==> config.mk <==
export PLATFORM = sky130hd
export DESIGN_NAME = mkd_ram
export DESIGN_NICKNAME = d
export VERILOG_FILES = /design/src/design/mkd_ram.sv
export SDC_FILE = /design/constraint.sdc
export NUM_CORES = 1
export LEC_CHECK = 0
export BUFFER_PORTS_ARGS = -buffer_cell sky130_fd_sc_hd__buf_4
export CAP_MARGIN = 20
export CORE_ASPECT_RATIO = 0.5
export CORE_UTILIZATION = 40
export CTS_CLUSTER_DIAMETER = 200
export DETAILED_ROUTE_END_ITERATION = 6
export PLACE_DENSITY = 0.65
export SLEW_MARGIN = 20
export SYNTH_ARGS = -nofsm -noshare
export SYNTH_HDL_FRONTEND = slang
export SYNTH_SLANG_ARGS = --single-unit
==> constraint.sdc <==
create_clock -name i_clk -period 2.5 [get_ports i_clk]
set_input_delay 0.25 -clock i_clk [delete_from_list [all_inputs] [get_ports i_clk]]
set_output_delay 0.25 -clock i_clk [all_outputs]
set_load 0.005 [all_outputs]
==> src/design/mkd_ram.sv <==
module mkd_ram #(
    parameter int WIDTH = 17,
    parameter int DEPTH = 64
) (
    input  logic                     i_clk,
    input  logic                     i_we,
    input  logic [$clog2(DEPTH)-1:0] i_waddr,
    input  logic [WIDTH-1:0]         i_wdata,
    input  logic [$clog2(DEPTH)-1:0] i_raddr,
    output logic [WIDTH-1:0]         o_rdata
);
    logic [WIDTH-1:0] r_mem [DEPTH];
    logic [WIDTH-1:0] r_rdata;

    always_ff @(posedge i_clk) begin
        if (i_we) begin
            r_mem[i_waddr] <= i_wdata;
        end
        r_rdata <= r_mem[i_raddr];
    end

    assign o_rdata = r_rdata;
endmodule

==> impl_metrics.csv <==
group,metric,value,unit
placed_design,dp_worst_setup_slack,-39.3,ps
timing,finalCritPeriodShare,82.0,%
logic_synthesis,synth_enable_flop_cells,1088,
timing,rsz0062_at_grt,"no",
routing,vias_per_cell,5.68,
timing,count_of_pins_over_their_slew_limit,0,
clocking,clk_pin_slew,70,ps
setup_path,crit_path_category,"register to register",
clocking,number_of_levels_the_h_tree_was_split_into,3,
grt,grt_pass1_wl,146000,um
logic_synthesis,number_of_synthesis_warnings,0,
power,pwr_per_cell_area,767,mW/mm^2
routing,firstDrtPassIters,5,
routing,drtAntennaViolNets,0,
timing,timing.clock.skew,39.2,ps
logic_synthesis,synthesis.instances,1953,
setup_path,cp_data_required_time,3050,ps
grt,number_of_antenna_violations_at_the_first_check_in_global_routing,3,
logic_synthesis,yosys.cell_types.count,38,
floorplan,chipHeight,232,um
placed_design,place_hpwl,61900,um
clocking,post_cts_resize_count,0,
logic_synthesis,postSynthRegisterBits,1105,
logic_synthesis,most_instantiated_library_cell_after_synthesis,"sky130_fd_sc_hd__edfxtp_1",
setup_path,critPathMaxFanout,1,
logic_synthesis,asyncSetResetFlopFracSynth,0,%
timing,worst_slew_margin,25.3,%
timing,worst_pin_slew,1120,ps
clocking,cts_tree,"built",
grt,maximum_number_of_pins_on_one_net_before_global_route_repair,66,
clocking,cts_made_buffers,98,
cells_and_area,final_cell_area,0.0492,sq mm
timing,timing.final.ws_setup,451,ps
floorplan,die_width,462,um
worst_hold_path,holdCritPathClass,"input pin to register",
cells_and_area,postLayoutCoreUtil,47.4,%
cells_and_area,area_growth,16.1,%
floorplan,die_area,0.107,sq mm
routing,drcViolationCount,0,
logic_synthesis,sequential_area_share_after_synthesis,78.0,%
floorplan,start_util,40.8,%
placed_design,place.gp.congestion,0.887,
logic_synthesis,postSynthAreaPerCell,21.7,sq um
routing,routedLengthMet1,43800,um
routing,met3RoutedLength,9250,um
logic_synthesis,post-synth-top-area-fraction,77.2,%
logic_synthesis,synth_area_leader_cell,"sky130_fd_sc_hd__edfxtp_1",
clocking,postCtsHoldBufs,0,
routing,routed-via-count,21000,
clocking,post_cts_buffers,0,
status,run_status,"complete, no violations",
routing,route.met2.wl,47200,um
clocking,clk-insertion-delay-late,680,ps
timing,timing.final.hold_violations,0,
routing,drt_first_iter_violations,2698,
logic_synthesis,synth_top_flop_cell,"sky130_fd_sc_hd__edfxtp_1",
clocking,clock_path_buffers,3,
power,worst_ir_drop_vdd,0.538,mV
timing,achievable-frequency,488,MHz
logic_synthesis,netlist_top_cells_area,"sky130_fd_sc_hd__edfxtp_1 (77%), sky130_fd_sc_hd__mux4_2 (11%), sky130_fd_sc_hd__mux2i_1 (3.0%)",
routing,detail_route.wl_per_cell,27.7,um
logic_synthesis,synth.cell_area,0.0423,sq mm
grt,first_global_vias,20500,
clocking,cts.sink_count,1105,
placed_design,placedInstanceArea,0.0460,sq mm
cells_and_area,num_antenna_cells,0,
grt,grt_overflow_total,0,
timing,finalSetupViolCount,0,
placed_design,port_buffer_count,47,
clocking,ctsRootBufferMaster,"sky130_fd_sc_hd__clkbuf_16",
logic_synthesis,post_synth_net_total,1984,
job,max_cap_violations,0,
routing,wirelength,103000,um
setup_path,startpoint_types,"register",
cells_and_area,fin_nets,2243,
routing,top_layer,"met4",
floorplan,num_rows,83,
cells_and_area,drive_above_1_share,29.2,%
grt,grt_usage,19.1,%
timing,sum_of_negative_setup_slack,0,ps
logic_synthesis,post_synth_most_frequent_cells,"sky130_fd_sc_hd__edfxtp_1 (1088), sky130_fd_sc_hd__mux4_2 (216), sky130_fd_sc_hd__mux2i_1 (128)",
timing,shortest_period_the_worst_path_allows,2050,ps
power,static-leakage-power,15.8,nW
floorplan,pin_count,48,
setup_path,cp.arrival,2600,ps
floorplan,placeableCoreArea,0.104,sq mm
setup_path,critical_path_end_type,"register",
cell type report:
type / instances / area, sq um
Timing Repair Buffer: 272 / 2510
Multi-Input combinational cell: 734 / 8710
Inverter: 1 / 3.75
Clock inverter: 61 / 613
Tap cell: 1402 / 1750
Clock buffer: 120 / 2550
Sequential cell: 1105 / 33000
Fill cell: 8364 / 54600
metrics by stage:
| step | instances | total power [mW] | hold slack [ps] |
|---|---|---|---|
| 2_1_floorplan | 1953 | 22.0 | 349 |
| 6_report | 3695 | 37.7 | 34.5 |
| 3_3_place_gp | 3514 | 23.1 | 672 |
| 5_1_grt | 3695 | 38.7 | 15.9 |
| 4_1_cts | 3695 | 37.9 | 4.35 |
| 3_5_place_dp | 3514 | 23.1 | 674 |
state kept, by name (all words and copies together), names as in the netlist:
signal	flops
o_rdata	17
r_mem	1088
cells by family (layout without fill, tap and decap cells):
kind of cell,count (synthesis),in the layout,synth area share [%]
AOI/OAI and AO/OA,165,165,3.10
buffers and inverters,114,454,1.68
DFF,1105,1105,78.0
muxes,356,356,14.8
and+or+nand+nor,213,213,2.43
cells in the final DEF, fill, tap and decap left out, types with 11 or more instances in the layout:
| cell type | count |
|---|---|
| sky130_fd_sc_hd__buf_4 | 233 |
| sky130_fd_sc_hd__nor2_2 | 29 |
| sky130_fd_sc_hd__nand2_1 | 25 |
| sky130_fd_sc_hd__edfxtp_1 | 1088 |
| sky130_fd_sc_hd__and3_1 | 15 |
| sky130_fd_sc_hd__a22oi_1 | 63 |
| sky130_fd_sc_hd__a21oi_1 | 12 |
| sky130_fd_sc_hd__dfxtp_1 | 17 |
| sky130_fd_sc_hd__nor2b_1 | 24 |
| sky130_fd_sc_hd__clkbuf_1 | 20 |
| sky130_fd_sc_hd__clkbuf_16 | 98 |
| sky130_fd_sc_hd__a221oi_1 | 43 |
| sky130_fd_sc_hd__nand3_1 | 17 |
| sky130_fd_sc_hd__mux4_2 | 216 |
| sky130_fd_sc_hd__mux2i_1 | 128 |
| sky130_fd_sc_hd__o221ai_1 | 11 |
| sky130_fd_sc_hd__nor2_1 | 70 |
| sky130_fd_sc_hd__buf_12 | 36 |
| sky130_fd_sc_hd__a211oi_1 | 23 |
| sky130_fd_sc_hd__clkinv_1 | 29 |
| sky130_fd_sc_hd__mux2_2 | 12 |
path summary, 6_finish.rpt:
kind	slack (ps)	cells past startpoint	to	startpoint
min	30	1	r_mem[16][14]	i_wdata[14]
max	450	5	o_rdata[0]	r_mem[27][0]
min reg2reg	890	4	o_rdata[9]	r_mem[15][9]
max reg2reg	450	5	o_rdata[0]	r_mem[27][0]
routing by layer:
metal,track usage (%),vias to the layer above
li1,-,8751
met1,27.8,11200
met2,29.0,896
met3,4.63,143
met4,4.69,0
met5,0,-
power by group:
part,internal (mW),switching [mW],leakage [nW]
sequential,20.5,0.0833,9.93
combinational,0.844,1.28,4.33
clock,8.35,6.65,1.53
worst max-delay path: stages (launching register included):
cell	delay [ps]
sky130_fd_sc_hd__edfxtp_1	360
sky130_fd_sc_hd__mux4_2	470
sky130_fd_sc_hd__nor2_1	290
sky130_fd_sc_hd__a221oi_1	150
sky130_fd_sc_hd__o221ai_1	500
sky130_fd_sc_hd__a211oi_1	150
Note: power is estimated with default switching activity, not from simulation.
