==> config.mk <==
export PLATFORM = sky130hd
export DESIGN_NAME = mkd_cmp
export DESIGN_NICKNAME = d
export VERILOG_FILES = /design/src/design/mkd_pkg.sv /design/src/design/mkd_cmp.sv
export SDC_FILE = /design/constraint.sdc
export NUM_CORES = 1
export LEC_CHECK = 0
export BUFFER_PORTS_ARGS = -buffer_cell sky130_fd_sc_hd__buf_2
export CORE_AREA = 10 10 47 49
export DETAILED_ROUTE_END_ITERATION = 8
export DIE_AREA = 0 0 57 59
export HOLD_SLACK_MARGIN = 0.08
export MAX_ROUTING_LAYER = met4
export PLACE_DENSITY = 0.74
export SYNTH_ARGS = -nofsm -noshare
export SYNTH_HDL_FRONTEND = slang
export SYNTH_SLANG_ARGS = --single-unit
==> constraint.sdc <==
create_clock -name i_clk -period 4.3 [get_ports i_clk]
set_input_delay 0.86 -clock i_clk [delete_from_list [all_inputs] [get_ports i_clk]]
set_output_delay 0.86 -clock i_clk [all_outputs]
set_load 0.005 [all_outputs]
==> src/design/mkd_pkg.sv <==
package mkd_pkg;

    localparam int BUFFER_DEPTH_DEF = 64;
    localparam int TICK_WIDTH_DEF   = 16;
    localparam int MAX_RESULTS      = 32;
    localparam int NRES_W           = $clog2(MAX_RESULTS + 1);

    localparam int LEVEL_W    = 10;
    localparam int PERIOD_W   = 16;
    localparam int GLITCH_W   = 8;
    localparam int CHAR_W     = 7;
    localparam int CFG_IDX_W  = 3;
    localparam int CFG_DATA_W = 16;
    localparam int LEN_W      = 3;
    localparam int PAT_W      = 5;

    localparam logic [LEVEL_W-1:0]  LEVEL_THRESHOLD_RST = 10'd512;
    localparam logic [PERIOD_W-1:0] DOT_TICKS_RST       = 16'd100;
    localparam logic [PERIOD_W-1:0] DASH_TICKS_RST      = 16'd300;
    localparam logic [PERIOD_W-1:0] ELEM_PAUSE_RST      = 16'd100;
    localparam logic [PERIOD_W-1:0] LETTER_PAUSE_RST    = 16'd300;
    localparam logic [GLITCH_W-1:0] GLITCH_TICKS_RST    = 8'd10;

    localparam logic [CHAR_W-1:0] CHAR_UNKNOWN = 7'd42;

    typedef enum logic [CFG_IDX_W-1:0] {
        CFG_LEVEL_THRESHOLD = 3'd0,
        CFG_DOT_TICKS       = 3'd1,
        CFG_DASH_TICKS      = 3'd2,
        CFG_ELEM_PAUSE      = 3'd3,
        CFG_LETTER_PAUSE    = 3'd4,
        CFG_GLITCH_TICKS    = 3'd5
    } t_cfg_idx;

    typedef struct packed {
        logic lt;
        logic gt;
    } t_cmp_res;

    // The pattern holds the code left to right in its low len bits, dash = 1.
    function automatic logic [CHAR_W-1:0] f_morse_lookup(input logic [LEN_W-1:0] len,
                                                         input logic [PAT_W-1:0] pat);
        logic [CHAR_W-1:0] ch;
        ch = CHAR_UNKNOWN;
        case (len)
            3'd1: begin
                case (pat)
                    5'b00000: ch = 7'h45;
                    5'b00001: ch = 7'h54;
                    default:  ch = CHAR_UNKNOWN;
                endcase
            end
            3'd2: begin
                case (pat)
                    5'b00000: ch = 7'h49;
                    5'b00001: ch = 7'h41;
                    5'b00010: ch = 7'h4E;
                    5'b00011: ch = 7'h4D;
                    default:  ch = CHAR_UNKNOWN;
                endcase
            end
            3'd3: begin
                case (pat)
                    5'b00000: ch = 7'h53;
                    5'b00001: ch = 7'h55;
                    5'b00010: ch = 7'h52;
                    5'b00011: ch = 7'h57;
                    5'b00100: ch = 7'h44;
                    5'b00101: ch = 7'h4B;
                    5'b00110: ch = 7'h47;
                    5'b00111: ch = 7'h4F;
                    default:  ch = CHAR_UNKNOWN;
                endcase
            end
            3'd4: begin
                case (pat)
                    5'b00000: ch = 7'h48;
                    5'b00001: ch = 7'h56;
                    5'b00010: ch = 7'h46;
                    5'b00100: ch = 7'h4C;
                    5'b00110: ch = 7'h50;
                    5'b00111: ch = 7'h4A;
                    5'b01000: ch = 7'h42;
                    5'b01001: ch = 7'h58;
                    5'b01010: ch = 7'h43;
                    5'b01011: ch = 7'h59;
                    5'b01100: ch = 7'h5A;
                    5'b01101: ch = 7'h51;
                    default:  ch = CHAR_UNKNOWN;
                endcase
            end
            3'd5: begin
                case (pat)
                    5'b00000: ch = 7'h35;
                    5'b00001: ch = 7'h34;
                    5'b00011: ch = 7'h33;
                    5'b00111: ch = 7'h32;
                    5'b01111: ch = 7'h31;
                    5'b11111: ch = 7'h30;
                    5'b10000: ch = 7'h36;
                    5'b11000: ch = 7'h37;
                    5'b11100: ch = 7'h38;
                    5'b11110: ch = 7'h39;
                    default:  ch = CHAR_UNKNOWN;
                endcase
            end
            default: ch = CHAR_UNKNOWN;
        endcase
        return ch;
    endfunction

endpackage

==> src/design/mkd_cmp.sv <==
module mkd_cmp import mkd_pkg::*; #(
    parameter int W = 17
) (
    input  logic         i_clk,
    input  logic [W-1:0] i_a,
    input  logic [W-1:0] i_b,
    output t_cmp_res     o_res
);
    t_cmp_res r_res;
    t_cmp_res n_res;

    always_comb begin
        n_res.lt = i_a < i_b;
        n_res.gt = i_a > i_b;
    end

    always_ff @(posedge i_clk) begin
        r_res <= n_res;
    end

    assign o_res = r_res;
endmodule

==> flow_summary.json <==
{
  "outcome": "complete, no violations",
  "globalplace.congestion": 0.761,
  "synth.mux.area_fraction_pct": 0,
  "synth_compound_area_share_pct": 19.8,
  "cts.sinks": 2,
  "syn_area_sq_um": 485,
  "grt_pass1_wl_microns": 2030,
  "seqPwrFrac_pct": 18.2,
  "num-fill-cells": 154,
  "floorplan.rows": 14,
  "grt_max_degree": 5,
  "power_switching_mw": 0.0365,
  "largest_reg_flops": 2,
  "grt_pass1_vias": 579,
  "cp_slowest_cell": "a2111oi_1",
  "hold_path_depth": 4,
  "cts_root_buf": "clkbuf_4",
  "comb_power_share_pct": 45.7,
  "die_x_microns": 57,
  "synth.area.top_cells": "ha_1 44%, inv_1 15%, dfxtp_1 8.2%, nand4_1 3.9%, a21oi_1 3.1%",
  "worstPathRequired_ns": 4.39,
  "synth_xor_xnor_area_share_pct": 0,
  "path_class": "primary input to flip-flop",
  "antenna_cells": 0,
  "hold_viol_final": 0,
  "portBuffers": 36,
  "irDropWorstVdd_v": 0.000119,
  "p_int_mw": 0.0816,
  "slowest_delay_ns": 0.54,
  "worstPathCellList": "buf_2, ha_1, a21oi_1, o21ai_0, a2111oi_1, o22ai_1",
  "hp-start": "i_a[8]",
  "groute.usage.overall_pct": 7.12,
  "drtAntennaViolNets": 0,
  "clkPwrFrac_pct": 36.1,
  "critPathLaunchType": "primary input",
  "drc_errors": 0,
  "ctsResizeCount": 0,
  "ys_types": 20,
  "initial_core_util_pct": 34.6,
  "postCtsHoldBufs": 0,
  "dpl.hpwl_microns": 1260,
  "vias": 560,
  "p_leak_nw": 0.459,
  "avgSynthCellArea_sq_um": 7.71,
  "synth_ff_type": "dfxtp_1",
  "die_y_microns": 59,
  "dr.first_iter.drc_count": 2,
  "setup_viol": 0,
  "routed_via_density": 4.75,
  "fmax_ghz": 0.486,
  "multi_input_area_sq_um": 374,
  "yosys.area_share.simple_pct": 13.4,
  "critPathBufInv": 1,
  "wl_per_cell_microns": 11.1,
  "cap_violations": 0,
  "wirelength_microns": 1310,
  "antenna_found_initial": 0,
  "power_mw": 0.118,
  "stdcell_area_sq_um": 708,
  "place_inst": 115,
  "cts_tree": "done",
  "period_needed_ns": 2.06,
  "dieArea_sq_um": 3360,
  "rsz0062_at_grt": "false",
  "syn_nets": 115,
  "crit_family": "compound AO/OA/AOI/OAI gates",
  "drive_gt1_share_pct": 39.2,
  "end_kind": "flip-flop",
  "cp_max_fo": 3,
  "cp.arrival_ns": 2.15,
  "area_growth_pct": 45.9,
  "coreArea_sq_um": 1400,
  "synth-async-reset-ratio_pct": 0,
  "synthCells": 63,
  "synth_enable_flop_cells": 0,
  "regArea_sq_um": 40.0,
  "min_period_over_period_pct": 47.9,
  "fin_cells": 118,
  "synth-adder-area-share_pct": 43.8,
  "placed_area_sq_um": 686,
  "h-tree-depth": 1,
  "ys_seq_area_share_pct": 8.25,
  "overflow": 0,
  "synth_top_family_by_area": "adder cells",
  "power.density_nw_per_um2": 167,
  "yosysTopAreaCell": "ha_1",
  "first_pass_iters": 4,
  "hp-class": "primary input to flip-flop",
  "synth-seq-cells": 2,
  "clk_path_buf_depth": 2,
  "holdPathEnd": "o_res[0]$_DFF_P_",
  "final_max_slew_viol_count": 0,
  "worst_pin_slew_ns": 0.510,
  "cts_buffers": 3,
  "post-synth-top-count-cell": "inv_1",
  "yosysWarnings": 0,
  "fin_nets": 156,
  "synth_top_cell_area_share_pct": 43.8,
  "finalSetupTns_ns": 0,
  "synth_common_cells": "19 x inv_1, 17 x ha_1, 3 x a21oi_1, 3 x nand4_1",
  "slew_headroom_pct": 65.9,
  "ios": 37,
  "cts_setup_buffers": 0,
  "swShare_pct": 30.9,
  "cts.clk_slew.worst_paths_ns": 0.03
}
==> cells by family after synthesis <==
kind of cell    after synthesis
buf+inv                      19
simple gates                 12
flops                         2
compound gates               13
fa+ha+maj                    17
==> cell type report <==
class                   count  share of cell area, %
well taps                  16                   2.83
repair buffers             36                   25.4
multi-input cells          42                   52.8
inverters                  19                   10.1
flip-flops and latches      2                   5.65
clock buffers               3                   3.18
==> how the worst max path moves through the flow <==
stage	startpoint	endpoint	slack [ns]	cells past startpoint
floorplan	i_b[10]	o_res[0]$_DFF_P_	2.20	6
global placement	i_a[4]	o_res[0]$_DFF_P_	2.03	6
detailed placement	i_a[4]	o_res[0]$_DFF_P_	1.99	6
CTS	i_a[4]	o_res[0]$_DFF_P_	2.23	6
global route	i_b[4]	o_res[0]$_DFF_P_	2.15	7
finish	i_a[4]	o_res[0]$_DFF_P_	2.24	6
==> layer usage <==
metal	vias up	share of wire, %	global-route usage (%)
met1	235	40	6.92
met5	-	0	-
met4	0	0.99	4.03
li1	300	-	-
met3	2	7.5	1.50
met2	23	51	12.9
==> through the flow <==
stage	util (%)	hold WS (ns)	worst slack [ns]
after global routing	50.5	1.07	2.15
after floorplan	-	1.14	2.20
after CTS	50.5	1.05	2.23
after global placement	48.9	1.25	2.03
final	50.5	1.05	2.24
after detailed placement	48.9	1.24	1.99
==> power groups by stage <==
| stage | logic, mW | registers [mW] | clock network (mW) |
|---|---|---|---|
| floorplan | 0.0301 | 0.0223 | 0 |
| global placement | 0.0530 | 0.0218 | 0 |
| detailed placement | 0.0548 | 0.0218 | 0 |
| CTS | 0.0551 | 0.0216 | 0.0442 |
| global route | 0.0612 | 0.0219 | 0.0451 |
| finish | 0.0539 | 0.0215 | 0.0427 |
==> placed cells by master (no fill, tap or decap) <==
cell        n
buf_2      36
inv_1      19
ha_1       17
nand4_1     3
a21oi_1     3
clkbuf_4    3
nand2_1     2
o21ai_0     2
nor2_1      2
a21o_1      2
dfxtp_1     2
and4_1      1
and2_1      1
nor3_1      1
a211oi_1    1
a2111oi_1   1
nand3_1     1
a221o_1     1
a221oi_2    1
o21a_1      1
nor4_1      1
o22ai_1     1
No activity file was read; power rests on OpenSTA's default activity.
